<file path="src/rtl/nps_pkg.sv">
// Shared types and constants for the nearest point search block.
// No dependencies.
package nps_pkg;

  // Default sizes of the point tables and coordinates.
  localparam int TABLE_DEPTH_DEF = 64;
  localparam int COORD_BITS_DEF  = 16;

  // Fixed field widths of the stream payloads.
  localparam int ID_W      = 16;
  localparam int POS_W     = 16;
  localparam int IN_DATA_W = 64;
  localparam int IN_USER_W = 2;
  localparam int OUT_DATA_W = 24;

  // Command codes carried in the low bit of in_tuser.
  localparam logic CMD_REGISTER = 1'b0;
  localparam logic CMD_QUERY    = 1'b1;

  // Sequencer states.
  typedef enum logic [2:0] {
    S_IDLE,
    S_AX0,
    S_AX1,
    S_AX2,
    S_CMP,
    S_DONE
  } state_t;

  // Coordinate axis fed into the shared squaring unit.
  typedef enum logic [1:0] {
    AXIS_X,
    AXIS_Y,
    AXIS_Z
  } axis_t;

endpackage

</file>
<file path="src/rtl/nps_sq_unit.sv">
// Shared squared-difference unit: registers (a - b)^2 for one axis per cycle.
// Depends on nps_pkg.
module nps_sq_unit import nps_pkg::*; #(
  parameter int COORD_BITS = COORD_BITS_DEF
) (
  input  logic                      clk,
  input  logic signed [COORD_BITS-1:0] a,
  input  logic signed [COORD_BITS-1:0] b,
  output logic [2*COORD_BITS+1:0]   sq_r
);

  localparam int DIFF_W = COORD_BITS + 1;
  localparam int SQ_W   = 2 * COORD_BITS + 2;

  logic signed [DIFF_W-1:0] diff;
  logic        [DIFF_W-1:0] mag;
  logic        [SQ_W-1:0]   sq_nxt;

  // Exact difference and its magnitude; the magnitude fits unsigned in DIFF_W bits.
  always_comb begin
    diff   = DIFF_W'(a) - DIFF_W'(b);
    mag    = diff[DIFF_W-1] ? DIFF_W'(-diff) : DIFF_W'(diff);
    sq_nxt = SQ_W'(mag * mag);
  end

  // The product is registered before anyone uses it.
  always_ff @(posedge clk) begin
    sq_r <= sq_nxt;
  end

endmodule

</file>
<file path="config.mk">
export PLATFORM = sky130hd
export DESIGN_NAME = nps_sq_unit
export DESIGN_NICKNAME = d
export VERILOG_FILES = /design/src/rtl/nps_pkg.sv /design/src/rtl/nps_sq_unit.sv
export SDC_FILE = /design/constraint.sdc
export NUM_CORES = 1
export LEC_CHECK = 0
export BUFFER_PORTS_ARGS = -buffer_cell sky130_fd_sc_hd__buf_4
export CORE_ASPECT_RATIO = 1.5
export CORE_MARGIN = 2
export CORE_UTILIZATION = 64
export DETAILED_ROUTE_END_ITERATION = 8
export HOLD_SLACK_MARGIN = 0.12
export PLACE_DENSITY = 0.84
export SYNTH_ARGS = -nofsm -noshare
export SYNTH_HDL_FRONTEND = slang
export SYNTH_SLANG_ARGS = --single-unit
</file>
<file path="constraint.sdc">
create_clock -name clk -period 11.9 [get_ports clk]
set_input_delay 2.38 -clock clk [delete_from_list [all_inputs] [get_ports clk]]
set_output_delay 2.38 -clock clk [all_outputs]
set_load 0.02 [all_outputs]
</file>
==> results of run 1 <==
-- worst paths after layout --
kind                  from  endpoint  slack (ns)  cells past startpoint
worst min-delay path  a[1]   sq_r[2]        2.88                      5
worst max-delay path  a[0]  sq_r[33]        0.58                     36
-- worst max-delay path, delay by kind of cell --
family | cells | cell delay [ns]
fa+ha+maj | 9 | 3.78
simple gates | 6 | 1.33
compound gates | 10 | 2.06
xor+xnor | 3 | 1.21
buf+inv | 8 | 0.73
-- metal layers --
| layer | track usage [%] | vias up |
|---|---|---|
| met1 | 30.27 | 3694 |
| met3 | 3.457 | 100 |
| met4 | 16.42 | 0 |
| met2 | 56.77 | 285 |
| met5 | 0 | - |
| li1 | - | 3498 |
-- placed cells by master (no fill, tap or decap), drive strengths merged, types with 2 or more instances in the layout --
| cell | n |
|---|---|
| inv | 298 |
| fa | 193 |
| ha | 120 |
| nand2 | 90 |
| buf | 78 |
| nor2 | 75 |
| xnor2 | 47 |
| a21oi | 40 |
| dfxtp | 33 |
| o21ai | 28 |
| a21o | 24 |
| xor2 | 15 |
| conb | 13 |
| nor2b | 12 |
| and2 | 9 |
| nor3 | 9 |
| and3 | 8 |
| o21a | 8 |
| nand3 | 8 |
| nand2b | 8 |
| clkbuf | 6 |
| nand4 | 5 |
| nor4b | 5 |
| a211oi | 5 |
| o21bai | 4 |
| a31oi | 3 |
| o31ai | 3 |
| a2111o | 2 |
| o311ai | 2 |
| nor4 | 2 |
| nor3b | 2 |
| a211o | 2 |
| or4 | 2 |
-- through the flow --
step                hold WS, ns  cell area, sq um  util [%]  setup slack (ns)  std cells
global placement          2.791             10740     70.91            0.6558       1372
global route              2.894             10910     72.07           0.02243       1380
floorplan                 2.719             10010         -             1.468       1117
detailed placement        2.791             10740     70.91            0.3512       1372
CTS                       2.866             10910     72.07            0.6262       1380
finish                    2.877             10910     72.07            0.5816       1380
-- cells by family after synthesis --
logic type                 count (synthesis)  share of synthesized area, %
and+or+nand+nor                          242                         12.17
other                                      2                       0.07536
buffers and inverters                    320                         12.29
xor gates and xnor gates                  62                         5.939
DFF                                       33                         6.629
muxes                                      1                        0.1004
adders and majority gates                313                         53.84
AOI/OAI and AO/OA                        133                         8.964
-- cell type report --
| type | count | area [sq um] |
|---|---|---|
| tap | 199 | 249.0 |
| clock buffer | 6 | 138.9 |
| timing repair buffer | 78 | 585.6 |
| multi-input combinational | 764 | 8122 |
| fill | 1124 | 4228 |
| clock inverter | 2 | 37.54 |
| inverter | 298 | 1119 |
| sequential | 33 | 660.6 |
==> flow_metrics.py, run 1 <==
metrics = {
    "cells_and_area": {
        "diodes": 0,
        "largest_registers_ranked_by_flip_flop_count": "sq_r x33",
        "area_growth_syn_to_layout_pct": 9.491,
        "largest_reg_flops": 33,
        "design.final.nets": 1526,
        "post_route_cells_drive_above_1_share_pct": 10.33,
        "largest_register": "sq_r",
    },
    "cts": {
        "clk_pin_slew_ns": 0.07,
        "clock_tree.buffer_depth": 2,
        "postCtsSetupBuffers": 0,
        "ctsResizeCount": 0,
        "cts_tree": "yes",
        "clock_sinks": 33,
        "cts.htree.levels": 2,
        "clk_root_buffer_cell": "clkbuf_16",
        "cts_hold_buffers": 0,
        "numCtsBuffers": 5,
    },
    "synthesis": {
        "synth_largest_type_area_fraction_pct": 38.77,
        "yosys_warning_total": 0,
        "seq_area_frac_synth_pct": 6.629,
        "syn_inst": 1106,
        "ys_dominant_reg_cell": "dfxtp_1",
        "synth_top_area_cell": "fa_1",
        "ys_async_sr_fraction_pct": 0,
        "ys_types": 72,
        "avgSynthCellArea_sq_um": 9.011,
        "postSynthRegisterBits": 33,
        "syn-cell-area_sq_mm": 0.009966,
        "ys_top_cells_by_area": "fa_1 (39%), ha_1 (15%), inv_1 (11%), dfxtp_1 (6.6%), xnor2_1 (3.8%)",
        "synth_most_common_cell": "inv_1",
        "synth_edf_count": 0,
        "most_used_standard_cells_in_the_synthesized_netlist": "inv_1 (290), fa_1 (193), ha_1 (120)",
    },
    "job": {
        "max_cap_viol_count": 0,
    },
    "die": {
        "num_rows": 55,
        "io_pins": 67,
        "start_util_pct": 65.83,
        "core_area_sq_mm": 0.01514,
        "die_width_um": 105.9,
        "die-height_um": 156.8,
        "die_area_sq_mm": 0.01661,
    },
    "drt": {
        "top_layer_used": "met4",
        "drtAntennaViolNets": 0,
        "drt-total-wl_um": 22190,
        "detailedRoute.firstPassIterationCount": 5,
        "vias": 7577,
        "detailroute.wirelength.met2_um": 12280,
        "detail_route.wl_per_cell_um": 16.08,
        "drc": 0,
        "met3_wire_length_um": 1068,
        "wl_met1_um": 7438,
        "avgViaCountPerCell": 5.491,
        "initialDrtViolationCount": 473,
    },
    "global_routing": {
        "global_route.usage.total_pct": 29.38,
        "grt_antenna_before_repair": 0,
        "globalRouteOverflowTotal": 0,
        "first_pass_grt_wire_length_um": 38250,
        "number_of_global_route_vias_before_repair": 8484,
        "grt_max_degree": 18,
    },
    "hold_path": {
        "timing.hold.worst.class": "primary input to register",
    },
    "worst_setup_path": {
        "worst-endpoint-arrival_ns": 11.50,
        "slowest_stage": "xnor2_1",
        "setup.worst_path.end_class": "register",
        "timing.critical_path.from_type": "primary input",
        "critical_path.max_stage_delay_ns": 0.95,
        "worst_ep_required_time_ns": 12.09,
        "timing_worst_setup_path_type": "primary input to register",
        "path_max_fanout": 12,
        "critical-path-top-cell-by-count": "fa_1",
    },
    "sta": {
        "finalCriticalPeriod_ns": 11.32,
        "tightestPinTransition_ns": 1.238,
        "period_utilization_post_route_pct": 95.11,
        "finalMaxSlewViolations": 0,
        "slew_headroom_pct": 16.85,
        "finalHoldViolations": 0,
        "totalNegativeSetupSlack_ns": 0,
        "rsz0062_at_grt": "false",
        "setup-violations-final": 0,
        "max_freq_ghz": 0.08835,
    },
    "placement": {
        "dp_wirelength_um": 18910,
        "gpl.final_weighted_congestion": 0.9331,
        "buffer_ports.inserted": 65,
    },
    "status": {
        "status": "completed",
    },
}
Power of run 1 is not shown: default switching activity piles up to over one toggle a cycle in this logic, so the estimate is an artifact.
==> run 2: changes to the inputs <==
Settings changed: BUFFER_PORTS_ARGS -buffer_cell sky130_fd_sc_hd__buf_4 to not set, CELL_PAD_IN_SITES_DETAIL_PLACEMENT set to 0, CELL_PAD_IN_SITES_GLOBAL_PLACEMENT set to 1, CORE_UTILIZATION 64 to 52, DONT_BUFFER_PORTS set to 1, PLACE_DENSITY 0.84 to not set, PLACE_DENSITY_LB_ADDON set to 0.1.
==> flow_metrics.py, run 2 (same netlist as run 1, synthesis figures left out) <==
metrics = {
    "global_routing": {
        "grt_max_degree": 19,
        "first_pass_grt_wire_length_um": 37740,
        "globalRouteOverflowTotal": 0,
        "global_route.usage.total_pct": 24.29,
        "grt_antenna_before_repair": 0,
        "number_of_global_route_vias_before_repair": 7794,
    },
    "cells_and_area": {
        "mostFrequentLayoutCell": "inv_1",
        "seqCellArea_sq_um": 660.6,
        "largest_registers_ranked_by_flip_flop_count": "sq_r x33",
        "design.final.nets": 1467,
        "post_route_cells_drive_above_1_share_pct": 5.526,
        "largest_register": "sq_r",
        "largest_reg_flops": 33,
        "diodes": 0,
        "final.fill_count": 1831,
        "area_of_the_multi_input_gates_sq_mm": 0.008122,
        "area_growth_syn_to_layout_pct": 5.386,
        "layout_common_cells": "inv_1 (290), fa_1 (193), ha_1 (120)",
    },
    "die": {
        "die_width_um": 117.0,
        "io_pins": 67,
        "core_area_sq_mm": 0.01901,
        "start_util_pct": 52.44,
        "die-height_um": 173.6,
        "die_area_sq_mm": 0.02031,
        "num_rows": 62,
    },
    "sta": {
        "slew_headroom_pct": 26.32,
        "rsz0062_at_grt": "false",
        "period_utilization_post_route_pct": 92.16,
        "max_freq_ghz": 0.09118,
        "totalNegativeSetupSlack_ns": 0,
        "finalMaxSlewViolations": 0,
        "setup-violations-final": 0,
        "finalHoldViolations": 0,
        "finalCriticalPeriod_ns": 10.97,
        "tightestPinTransition_ns": 1.097,
    },
    "cts": {
        "cts_tree": "yes",
        "clk_pin_slew_ns": 0.07,
        "clock_sinks": 33,
        "cts_hold_buffers": 0,
        "clock_tree.buffer_depth": 2,
        "ctsResizeCount": 0,
        "cts.htree.levels": 2,
        "numCtsBuffers": 5,
        "postCtsSetupBuffers": 0,
        "clk_root_buffer_cell": "clkbuf_16",
    },
    "drt": {
        "drc": 0,
        "drtAntennaViolNets": 0,
        "detail_route.wl_per_cell_um": 16.04,
        "detailedRoute.firstPassIterationCount": 4,
        "initialDrtViolationCount": 233,
        "drt-total-wl_um": 22110,
        "avgViaCountPerCell": 5.078,
        "vias": 6998,
    },
    "worst_setup_path": {
        "critical_path.max_stage_delay_ns": 0.53,
        "worst-endpoint-arrival_ns": 11.17,
        "worst_ep_required_time_ns": 12.10,
        "timing_worst_setup_path_type": "primary input to register",
        "path_max_fanout": 18,
        "crit_family": "adder cells",
        "timing.critical_path.from_type": "primary input",
        "slowest_stage": "fa_1",
        "setup.worst_path.end_class": "register",
        "critical-path-top-cell-by-count": "inv_1",
        "critical_path_buf_inv_count": 8,
    },
    "placement": {
        "buffer_ports.inserted": 0,
        "gpl.final_weighted_congestion": 0.8321,
        "dp_wirelength_um": 19280,
    },
    "job": {
        "max_cap_viol_count": 0,
    },
    "hold_path": {
        "timing.hold.worst.class": "primary input to register",
    },
    "status": {
        "status": "completed",
    },
}
run 2: cell types whose count changed in the layout (fill, tap and decap cells not counted), sizes merged:
| cell | previous run | this run |
|---|---|---|
| buf | 78 | 19 |
| clkinv | 0 | 2 |
| clkinvlp | 1 | 0 |
| bufinv | 1 | 0 |
run 2: cell type report:
cell class	instances	share of cell area, %
multi-input combinational	764	77.33
clock inverter	2	0.09531
inverter	298	10.65
clock buffer	6	1.227
timing repair buffer	19	1.358
tap	256	3.050
sequential	33	6.290
run 2: worst paths after layout:
kind	start	end	slack, ns	depth (start not counted)
hold / removal	a[1]	sq_r[2]	2.75	4
setup / recovery	a[0]	sq_r[33]	0.93	36
run 2: per-layer routing:
metal | GRT usage (%) | part of all wire (%)
met1 | 27.43 | 38
met4 | 7.941 | 3.0
met5 | 0 | 0
met2 | 46.12 | 56
met3 | 2.797 | 2.9
run 2: through the flow:
stage	instance area (sq um)	instances	setup slack, ns	hold WS, ns	utilization, %
5_1_grt	10500	1378	0.3673	2.782	55.26
2_1_floorplan	10010	1117	1.468	2.719	-
3_3_place_gp	10360	1370	0.6642	2.720	54.53
6_report	10500	1378	0.9328	2.747	55.26
4_1_cts	10500	1378	0.9029	2.736	55.26
3_5_place_dp	10360	1370	0.5726	2.721	54.53
Power of run 2 is left out for the same reason.
==> run 3: changes to the inputs <==
Settings changed: CTS_CLUSTER_SIZE set to 25, SETUP_SLACK_MARGIN set to 0.15.
Clock period 11.9 ns to 10.4 ns, I/O delays scaled along.
==> flow_metrics.py, run 3 (same netlist as run 1, synthesis figures left out) <==
metrics = {
    "drt": {
        "detailedRoute.firstPassIterationCount": 5,
        "detail_route.wl_per_cell_um": 15.60,
        "drtAntennaViolNets": 0,
        "vias": 7204,
        "initialDrtViolationCount": 226,
        "drc": 0,
        "avgViaCountPerCell": 5.006,
        "drt-total-wl_um": 22450,
    },
    "cells_and_area": {
        "mostFrequentLayoutCell": "inv_1",
        "final.fill_count": 1820,
        "largest_reg_flops": 33,
        "design.final.nets": 1528,
        "seqCellArea_sq_um": 660.6,
        "largest_register": "sq_r",
        "area_of_the_multi_input_gates_sq_mm": 0.008192,
        "largest_registers_ranked_by_flip_flop_count": "sq_r x33",
        "area_growth_syn_to_layout_pct": 11.15,
        "diodes": 0,
        "post_route_cells_drive_above_1_share_pct": 11.58,
        "layout_common_cells": "inv_1 (289), fa_1 (193), ha_1 (120)",
    },
    "hold_path": {
        "timing.hold.worst.class": "primary input to register",
        "min_to": "sq_r[2]",
        "hp-start": "a[1]",
        "hold_depth": 4,
    },
    "global_routing": {
        "first_pass_grt_wire_length_um": 38300,
        "global_route.usage.total_pct": 24.60,
        "grt_antenna_before_repair": 0,
        "number_of_global_route_vias_before_repair": 8016,
        "grt_max_degree": 17,
        "globalRouteOverflowTotal": 0,
    },
    "placement": {
        "dp_wirelength_um": 19860,
        "gpl.final_weighted_congestion": 0.8816,
        "pre_cts_setup_slack_ns": -0.1100,
        "buffer_ports.inserted": 0,
    },
    "worst_setup_path": {
        "critical-path-top-cell-by-count": "inv_1",
        "worst_ep_required_time_ns": 10.61,
        "critical_path_buf_inv_count": 14,
        "setup.worst_path.end_class": "register",
        "timing_worst_setup_path_type": "primary input to register",
        "critical_path.max_stage_delay_ns": 0.54,
        "slowest_stage": "fa_1",
        "timing.critical_path.from_type": "primary input",
        "worst-endpoint-arrival_ns": 10.02,
        "crit_family": "adder cells",
        "path_max_fanout": 11,
    },
    "cts": {
        "clock_tree.buffer_depth": 2,
        "clk_pin_slew_ns": 0.07,
        "clk_root_buffer_cell": "clkbuf_16",
        "clock_sinks": 33,
        "cts_tree": "yes",
        "numCtsBuffers": 5,
        "cts.htree.levels": 2,
    },
    "die": {
        "num_rows": 62,
        "core_area_sq_mm": 0.01901,
        "start_util_pct": 52.44,
        "die_width_um": 117.0,
        "die-height_um": 173.6,
        "io_pins": 67,
        "die_area_sq_mm": 0.02031,
    },
    "sta": {
        "rsz0062_at_grt": "true",
        "finalHoldViolations": 0,
        "period_utilization_post_route_pct": 94.35,
        "finalMaxSlewViolations": 0,
        "hold_ws_ns": 2.466,
        "setup-violations-final": 0,
        "tightestPinTransition_ns": 0.6878,
        "max_freq_ghz": 0.1019,
        "postLayoutSetupSlackWorst_ns": 0.5873,
        "finalCriticalPeriod_ns": 9.813,
        "slew_headroom_pct": 53.82,
    },
    "status": {
        "status": "completed",
    },
    "job": {
        "max_cap_viol_count": 0,
    },
}
run 3: how the worst max path moves through the flow:
stage | cells after the start | slack [ns] | startpoint | end
after global placement | 37 | -0.05 | a[0] | sq_r[33]
after detailed placement | 38 | -0.11 | a[0] | sq_r[33]
final | 40 | 0.59 | a[0] | sq_r[33]
after floorplan | 39 | 0.27 | a[0] | sq_r[33]
after global routing | 38 | 0.11 | a[0] | sq_r[33]
after CTS | 37 | 0.21 | a[0] | sq_r[33]
run 3: per-layer routing:
metal | vias up | share of wire (%) | global-route usage (%)
met5 | - | 0 | 0
met4 | 0 | 2.4 | 7.108
met3 | 33 | 1.9 | 2.448
met2 | 90 | 57 | 47.78
met1 | 3571 | 38 | 27.45
li1 | 3510 | - | -
run 3: area by class of cell:
| type | instances | area share (%) |
|---|---|---|
| inverters | 298 | 10.10 |
| well taps | 256 | 2.892 |
| flip-flops and latches | 33 | 5.964 |
| clock buffers | 7 | 1.288 |
| repair buffers | 80 | 5.535 |
| multi-input cells | 764 | 73.95 |
| clock inverters | 1 | 0.2711 |
run 3: timing repair:
action,in CTS,in global routing
hold buffers,0,0
endpoints found under the setup margin,0,8
gates resized for setup,0,17
buffers inserted,0,4
run 3: per-stage QoR:
step	util (%)	instance area [sq um]	std cells	TNS, ns
6_report	58.28	11080	1439	0
5_1_grt	58.28	11080	1439	0
4_1_cts	57.76	10980	1435	0
3_5_place_dp	56.85	10800	1427	-0.1304
3_3_place_gp	56.85	10800	1427	-0.05350
2_1_floorplan	-	10010	1117	0
Power of run 3 is left out for the same reason.
